`src/rtl/wat_ram.sv`:
```
// Generic simple dual-port RAM, one write port, one registered read port
module wat_ram #(
	parameter int WIDTH = 8,
	parameter int DEPTH = 16,
	localparam int AW = $clog2(DEPTH)
) (
	input  logic             clk,
	input  logic             we,
	input  logic [AW-1:0]    waddr,
	input  logic [WIDTH-1:0] wdata,
	input  logic [AW-1:0]    raddr,
	output logic [WIDTH-1:0] rdata
);

	logic [WIDTH-1:0] mem [DEPTH];

	// write and registered read
	always_ff @(posedge clk) begin
		if (we) begin
			mem[waddr] <= wdata;
		end
		rdata <= mem[raddr];
	end

endmodule

```
`config.mk`:
```
export PLATFORM = sky130hd
export DESIGN_NAME = wat_ram
export DESIGN_NICKNAME = d
export VERILOG_FILES = /design/src/rtl/wat_ram.sv
export SDC_FILE = /design/constraint.sdc
export NUM_CORES = 1
export LEC_CHECK = 0
export BUFFER_PORTS_ARGS = -buffer_cell sky130_fd_sc_hd__buf_2
export CAP_MARGIN = 10
export CORE_MARGIN = 3
export CORE_UTILIZATION = 60
export CTS_CLUSTER_SIZE = 30
export DETAILED_ROUTE_END_ITERATION = 10
export PLACE_DENSITY = 0.89
export SLEW_MARGIN = 10
export SYNTH_ARGS = -nofsm -noshare
export SYNTH_HDL_FRONTEND = slang
export SYNTH_SLANG_ARGS = --single-unit
```
`constraint.sdc`:
```
create_clock -name clk -period 2.3 [get_ports clk]
set_input_delay 0.69 -clock clk [delete_from_list [all_inputs] [get_ports clk]]
set_output_delay 0.69 -clock clk [all_outputs]
set_load 0.005 [all_outputs]
```
==> flow_summary.ini, run 1 <==
[synthesis]
synth_fp_nets = 247
ys_seq_area_share_pct = 77.8
syn_inst = 229
synth_simple_gate_area_share_pct = 3.18
synth_compound_area_share_pct = 2.33
synth_cell_types = 19
synth_seq_cells = 136
synthXorXnorAreaFrac_pct = 0
yosysWarnings = 0
synth_area_per_cell_sq_um = 22.5
synth_top_family_by_area = multiplexers
synth_area_sq_um = 5150
synthAdderAreaFrac_pct = 0
synthMuxAreaShare_pct = 15.0

[clock_tree]
cts_buffers = 17
cts_tree = done
clkTransAtPathRegs_ps = 60
cts_setup_buffers = 0
cts.htree.levels = 4
clk_path_buf_depth = 2
cts_root_buf = clkbuf_8
postCtsResizedCells = 0
hold_buffers = 0
clk_latency_ps = 510
clock-sinks = 136

[critical_path]
crit_fanout = 1
critPathMaxStageDelay_ps = 360
cp.depth = 1
cp.required_ps = 1610
critPathKind = register to primary output
slowest_stage = dfxtp_1
crit_path_start_kind = register
r2r_end = rdata[0]
worstPathCellList = buf_2
crit_buf_inv = 1
crit_start = rdata[6]
arrival_ps = 1000
endpoint_kind = primary output
r2r_slack_ps = 860
worstRegToRegCells = 3
cp-endpoint = rdata[6]
r2r-start = mem[1][0]
critical_path.top_delay_family = flip-flops

[grt]
globalRouteTotalUtil_pct = 22.5
grt_pass1_vias = 2594
grt_start_max_net_pins = 33
antenna_found_initial = 0
overflow = 0
grt_pass1_wl_mm = 15.5

[placement]
placed_area_sq_um = 5490
gp_congestion = 0.778
dpl.hpwl_mm = 5.67
portBuffers = 25

[sta]
fin_setup_tns_ps = 0
skew_ps = 9.29
maxSlewViolCount = 0
fmax_ghz = 0.592
final-setup-viol-count = 0
tightest_slew_ps = 648
period_share_pct = 73.4
hold_violations = 0
relSlewSlack_pct = 56.6
fin_crit_ps = 1690
rsz0062_at_grt = false

[flow_run]
drv_cap = 0

[floorplan]
die_area_sq_um = 9730
rows = 33
coreArea_sq_um = 8260
fp.dieH_microns = 98.6
start_util_pct = 62.3
die_x_microns = 98.6
io_pins = 26

[route]
viasPerCell = 6.30
drc = 0
wl_per_cell_microns = 25.0
routed_wirelength_mm = 10.0
drtAntennaViolNets = 0
via_count = 2528
drt_iter0_markers = 289
firstDrtPassIters = 4

[layout]
stdcell_area_sq_um = 6120
mostFrequentLayoutCells = edfxtp_1 (128), buf_2 (25), mux4_2 (18), buf_4 (18)
layout-drive-gt1-share_pct = 32.1
diodes = 0
final_common_cell = edfxtp_1
fin_nets = 301
syn_to_final_growth_pct = 18.9

[hold_path]
min_path_type = input port to register
hp-start = wdata[1]

[pwr]
finalPower_uw = 5860
powerDensity_nw_per_um2 = 957
leakage_uw = 0.00211
irDropWorstVdd_uv = 506

[run_status]
status = finished clean
==> cells by family after synthesis <==
| kind of cell | Yosys count |
|---|---|
| DFF | 136 |
| muxes | 32 |
| and+or+nand+nor | 35 |
| buffers and inverters | 10 |
| AOI/OAI and AO/OA | 16 |
==> cell usage after synthesis <==
cell | n | area share [%]
edfxtp_1 | 128 | 75
mux4_2 | 18 | 7.9
a22oi_1 | 16 | 2.3
mux4_1 | 14 | 7.1
nor2_1 | 13 | 0.95
nand2_1 | 9 | 0.66
dfxtp_1 | 8 | 3.1
nor3_1 | 4 | 0.39
buf_2 | 3 | 0.29
buf_6 | 3 | 0.66
clkdlybuf4s25_2 | 3 | 0.58
nand2b_1 | 2 | 0.24
nand3b_1 | 2 | 0.29
and2_1 | 1 | 0.12
and2b_1 | 1 | 0.15
buf_4 | 1 | 0.15
nand3_1 | 1 | 0.097
nor2b_1 | 1 | 0.12
or3b_2 | 1 | 0.17
==> metrics by stage <==
stage                     instances  hold WS, ps  util [%]  setup WS (ps)
after global placement          369          653      66.5            216
final                           401          564      74.1            611
after global routing            401          552      74.1            560
after CTS                       401          547      74.1            588
after floorplan                 229          629         -            117
after detailed placement        369          673      66.5            199
==> report_power, final <==
part / switching [uW] / internal [uW]
logic: 141 / 112
registers: 20.5 / 2770
clock network: 968 / 1850
==> layer usage <==
metal	vias up	GRT usage (%)	wire length [microns]
li1	1081	-	-
met1	1308	30.9	3920
met4	0	8.93	121
met3	6	6.79	754
met2	133	34.6	5250
met5	-	0	0
==> state kept, by name, summed over array words and instances, names as in the netlist <==
register and flops:
rdata 8, mem 128
==> final cells by class <==
class | instances | area (sq um)
Clock inverter | 11 | 170
Sequential cell | 136 | 4000
Clock buffer | 21 | 459
Tap cell | 105 | 131
Multi-Input combinational cell | 83 | 1060
Timing Repair Buffer | 45 | 300
Fill cell | 451 | 2140
==> worst min-delay path by stage <==
stage,endpoint,slack (ps),depth (start not counted)
detailed placement,rdata[4],670,3
CTS,mem[3][1],550,1
finish,mem[4][1],560,1
floorplan,rdata[0],630,3
global placement,rdata[1],650,3
global route,mem[4][1],550,1
Note: power is estimated with default switching activity, not from simulation.
==> run 2, diff against run 1 <==
--- a/config.mk
+++ b/config.mk
@@ -5,13 +5,14 @@
 export SDC_FILE = /design/constraint.sdc
 export NUM_CORES = 1
 export LEC_CHECK = 0
+export ABC_AREA = 1
 export BUFFER_PORTS_ARGS = -buffer_cell sky130_fd_sc_hd__buf_2
 export CAP_MARGIN = 10
 export CORE_MARGIN = 3
-export CORE_UTILIZATION = 60
+export CORE_UTILIZATION = 61
 export CTS_CLUSTER_SIZE = 30
 export DETAILED_ROUTE_END_ITERATION = 10
-export PLACE_DENSITY = 0.89
+export PLACE_DENSITY = 0.9
 export SLEW_MARGIN = 10
 export SYNTH_ARGS = -nofsm -noshare
 export SYNTH_HDL_FRONTEND = slang
==> constraint.sdc (replaced) <==
create_clock -name clk -period 1.6 [get_ports clk]
set_input_delay 0.48 -clock clk [delete_from_list [all_inputs] [get_ports clk]]
set_output_delay 0.48 -clock clk [all_outputs]
set_load 0.005 [all_outputs]
==> run 2 against run 1 <==
Clock skew up 1.5 ps. Hold slack worse by 230 ps. Final area grew 8.2%. Sequential power rose by 44%. Combinational power up 100%. Synthesized cell count rose by 140%. Final cell count rose by 79%. Critical endpoint is now rdata[7]. Largest power group is now sequential cells.
==> flow_summary.ini, run 2 <==
[sta]
fmax_ghz = 0.669
final-setup-viol-count = 0
relSlewSlack_pct = 74.0
maxSlewViolCount = 0
tightest_slew_ps = 390
fin_setup_tns_ps = 0
skew_ps = 10.8
hold_violations = 0
fin_crit_ps = 1500
period_share_pct = 93.5
rsz0062_at_grt = false
whs_ps = 334

[route]
viasPerCell = 5.97
routed_wirelength_mm = 14.2
firstDrtPassIters = 6
drc = 0
wl_per_cell_microns = 19.8
drtAntennaViolNets = 0
drt_iter0_markers = 818
via_count = 4276

[floorplan]
die_area_sq_um = 10700
io_pins = 26
start_util_pct = 64.6
rows = 34
fp.dieH_microns = 103
die_x_microns = 103
coreArea_sq_um = 8930

[synthesis]
synthArstFlopShare_pct = 0
ys_seq_area_share_pct = 69.4
synth_common_cells = nand2_1 (173), edfxtp_1 (128), inv_1 (100)
synth_ff_type = edfxtp_1
synth_edf_count = 128
yosysWarnings = 0
synth_fp_nets = 569
synth_area_sq_um = 5770
synth_top_cell_by_area = edfxtp_1
yosysTopAreaCellShare_pct = 66.7
yosysMostFrequentCell = nand2_1
syn_inst = 551
synth_area_per_cell_sq_um = 10.5
ys_top_cells_by_area = edfxtp_1 (67%), nand2_1 (11%), nand3_1 (8.4%), inv_1 (6.5%), dfxtp_1 (2.8%)
synth_seq_cells = 136
synth_cell_types = 12

[placement]
portBuffers = 25
dpl.hpwl_mm = 8.21
gp_congestion = 0.880
placed_area_sq_um = 6080

[critical_path]
critPathMaxStageDelay_ps = 360
critical_path.top_delay_family = flip-flops
crit_fanout = 1
critPathKind = register to primary output
arrival_ps = 1020
endpoint_kind = primary output
crit_buf_inv = 1
r2r_slack_ps = 500
worstPathCellList = buf_2
crit_path_start_kind = register
slowest_stage = dfxtp_1
cp.required_ps = 1120

[grt]
grt_pass1_wl_mm = 22.8
globalRouteTotalUtil_pct = 29.5
overflow = 0
grt_start_max_net_pins = 49
grt_pass1_vias = 4275
antenna_found_initial = 0

[clock_tree]
clk_path_buf_depth = 2
hold_buffers = 0
clk_latency_ps = 530
postCtsResizedCells = 0
cts_root_buf = clkbuf_8
cts.htree.levels = 4
clkTransAtPathRegs_ps = 60
cts_buffers = 17
cts_tree = done
cts_setup_buffers = 0
clock-sinks = 136

[layout]
final_common_cell = nand2_1
fin_nets = 613
fin_util_pct = 74.1
largestRegisters = mem: 128 flops, rdata: 8 flops
stdcell_area_sq_um = 6620
top_register = mem
largest_reg_flops = 128
mostFrequentLayoutCells = nand2_1 (173), edfxtp_1 (128), inv_1 (100), nand3_1 (97), buf_2 (25)
layout-drive-gt1-share_pct = 13.5
syn_to_final_growth_pct = 14.8
diodes = 0

[run_status]
status = finished clean

[flow_run]
drv_cap = 0

[pwr]
irDropWorstVdd_uv = 1090
leakage_uw = 0.00291
powerDensity_nw_per_um2 = 1220

[hold_path]
min_path_type = input port to register
run 2: cell count changes after synthesis, sizes merged, moves of 4 or more:
cell	change
nor2	+4
mux4	-32
a22oi	-16
nor3	-4
buf	+17
inv	+102
nand2	+164
nand3	+96
run 2: area by class of cell:
type,instances,area [sq um]
Sequential cell,136,4000
Fill cell,502,2310
Multi-Input combinational cell,289,1210
Clock buffer,17,414
Inverter,102,383
Timing Repair Buffer,49,343
Tap cell,108,135
Clock inverter,15,130
run 2: logic make-up after synthesis:
kind of cell / synth area share (%)
buf+inv: 9.52
flops: 69.4
simple gates: 21.0
run 2: metrics by stage:
step	setup slack (ps)	power, uW	std cells
detailed placement	4.69	4570	684
global placement	109	4540	684
floorplan	169	4360	551
global route	61.3	8320	716
finish	105	8100	716
CTS	97.9	8080	716
run 2: path summary, 6_finish.rpt:
check / from / to / cells past startpoint
min reg2reg: mem[10][6] / rdata[6] / 6
max: rdata[7] / rdata[7] / 1
min: raddr[3] / rdata[6] / 3
max reg2reg: mem[0][2] / rdata[2] / 6
run 2: layer usage:
layer / vias up / track usage [%] / share of wire (%)
met1: 1948 / 38.3 / 35
met4: 0 / 15.7 / 5.5
li1: 1860 / - / -
met5: - / 0 / 0
met3: 82 / 8.05 / 12
met2: 386 / 45.7 / 47
run 2: report_power, final:
part / internal [uW] / total [uW] / switching, uW
Sequential: 3980 / 4010 / 30.5
Combinational: 153 / 518 / 365
Clock: 2050 / 3560 / 1510
==> run 3, diff against run 2 <==
--- a/config.mk
+++ b/config.mk
@@ -8,6 +8,7 @@
 export ABC_AREA = 1
 export BUFFER_PORTS_ARGS = -buffer_cell sky130_fd_sc_hd__buf_2
 export CAP_MARGIN = 10
+export CORE_ASPECT_RATIO = 1.2
 export CORE_MARGIN = 3
 export CORE_UTILIZATION = 61
 export CTS_CLUSTER_SIZE = 30
==> constraint.sdc (replaced) <==
create_clock -name clk -period 1.6 [get_ports clk]
set_input_delay 0.24 -clock clk [delete_from_list [all_inputs] [get_ports clk]]
set_output_delay 0.24 -clock clk [all_outputs]
set_load 0.005 [all_outputs]
==> run 3 against run 2 <==
Die area about the same. First-iteration DRC count decreased by 24%. Flip-flop and latch count unchanged. Final cell count increased by 1.5%. Clock power decreased by 7.0%. Critical path depth unchanged. Register-to-register slack about the same. Utilization decreased by 1.9 points. Critical path type unchanged.
==> flow_summary.ini, run 3 (same netlist as run 2, synthesis figures left out) <==
[grt]
antenna_found_initial = 0
grt_pass1_wl_mm = 20.9
overflow = 0
globalRouteTotalUtil_pct = 27.1
grt_start_max_net_pins = 65
grt_pass1_vias = 4002

[route]
viasPerCell = 5.65
drtAntennaViolNets = 0
firstDrtPassIters = 6
wl_per_cell_microns = 18.3
via_count = 4105
drt_iter0_markers = 620
routed_wirelength_mm = 13.3
drc = 0

[hold_path]
min_path_type = input port to register
whs_path_depth = 3

[critical_path]
crit_buf_inv = 1
endpoint_kind = primary output
critPathMaxStageDelay_ps = 330
slowest_stage = dfxtp_1
arrival_ps = 970
critical_path.top_delay_family = flip-flops
r2r_end = rdata[6]
crit_start = rdata[4]
worstRegToRegCells = 6
cp-endpoint = rdata[4]
cp.depth = 1
critPathKind = register to primary output
cp.required_ps = 1360
worstPathCellList = buf_2
r2r-start = mem[12][6]
r2r_slack_ps = 500
crit_fanout = 1
crit_path_start_kind = register

[flow_run]
drv_cap = 0

[floorplan]
rows = 38
die_x_microns = 94.8
start_util_pct = 63.2
fp.dieH_microns = 113
coreArea_sq_um = 9130
io_pins = 26
die_area_sq_um = 10700

[sta]
hold_violations = 0
skew_ps = 6.66
period_share_pct = 75.9
finalWorstSetupSlack_ps = 386
relSlewSlack_pct = 73.3
fmax_ghz = 0.824
rsz0062_at_grt = false
fin_crit_ps = 1210
fin_setup_tns_ps = 0
tightest_slew_ps = 400
final-setup-viol-count = 0
maxSlewViolCount = 0

[clock_tree]
postCtsResizedCells = 0
clock-sinks = 136
clk_latency_ps = 530
cts_root_buf = clkbuf_8
cts_setup_buffers = 0
cts_tree = done
clk_path_buf_depth = 2
clkTransAtPathRegs_ps = 60
cts_buffers = 17
hold_buffers = 0
cts.htree.levels = 4

[layout]
mostFrequentLayoutCells = nand2_1 (173), edfxtp_1 (128), inv_1 (100), nand3_1 (97), buf_2 (25)
layout-drive-gt1-share_pct = 12.0
diodes = 0
top_register = mem
syn_to_final_growth_pct = 14.3
largest_reg_flops = 128
fin_nets = 612
final_common_cell = nand2_1
largestRegisters = mem: 128 flops, rdata: 8 flops

[placement]
pre_cts_slack_ps = 177
gp_congestion = 0.842
dpl.hpwl_mm = 7.94
portBuffers = 25

[pwr]
leakage_uw = 0.00290
powerDensity_nw_per_um2 = 1190
irDropWorstVdd_uv = 1020

[run_status]
status = finished clean
==> run 3: cell count changes in the layout (fill, tap and decap cells not counted), sizes merged <==
cell and change:
clkinv -2, clkbuf +9, inv -1, buf -1, clkinvlp -5, bufinv -1
==> run 3: cell type report <==
| class | count | area, sq um |
|---|---|---|
| Clock buffer | 26 | 478 |
| Clock inverter | 6 | 26.3 |
| Fill cell | 583 | 2540 |
| Inverter | 102 | 383 |
| Multi-Input combinational cell | 289 | 1210 |
| Sequential cell | 136 | 4000 |
| Tap cell | 120 | 150 |
| Timing Repair Buffer | 48 | 335 |
==> run 3: worst register-to-register path, delay by kind of cell (launching register included) <==
family | cells | cell delay (ps)
AND/OR/NAND/NOR | 5 | 540
buffers and inverters | 1 | 80
flip-flops | 1 | 380
==> run 3: layer usage <==
metal | wire (microns) | up-vias | share of wire (%) | track usage [%]
met5 | 0 | - | 0 | 0
li1 | - | 1859 | - | -
met2 | 6740 | 291 | 51 | 43.3
met4 | 557 | 0 | 4.2 | 13.0
met3 | 1450 | 60 | 11 | 9.25
met1 | 4570 | 1895 | 34 | 32.9
==> run 3: worst min-delay path by stage <==
| stage | to | startpoint |
|---|---|---|
| 4_1_cts | rdata[5] | raddr[3] |
| 2_1_floorplan | mem[0][0] | wdata[0] |
| 6_report | rdata[5] | raddr[3] |
| 5_1_grt | rdata[7] | raddr[3] |
| 3_3_place_gp | rdata[2] | rdata[2] |
| 3_5_place_dp | rdata[1] | rdata[1] |
==> run 3: where the power goes <==
group	switching [uW]	internal, uW	leakage, uW	total (uW)
combinational	347	152	0.00142	498
sequential	22.6	3990	0.00122	4010
clock	1310	2000	0.000249	3310
total	1680	6140	0.00290	7810
==> run 3: per-stage QoR <==
stage / util (%) / power [uW] / cells / instance area, sq um / hold WS (ps)
2_1_floorplan: - / 4360 / 551 / 5770 / 339
3_3_place_gp: 66.7 / 4540 / 695 / 6090 / 620
3_5_place_dp: 66.7 / 4560 / 695 / 6090 / 622
4_1_cts: 72.2 / 7820 / 727 / 6590 / 81.2
5_1_grt: 72.2 / 8050 / 727 / 6590 / 89.2
6_report: 72.2 / 7810 / 727 / 6590 / 101
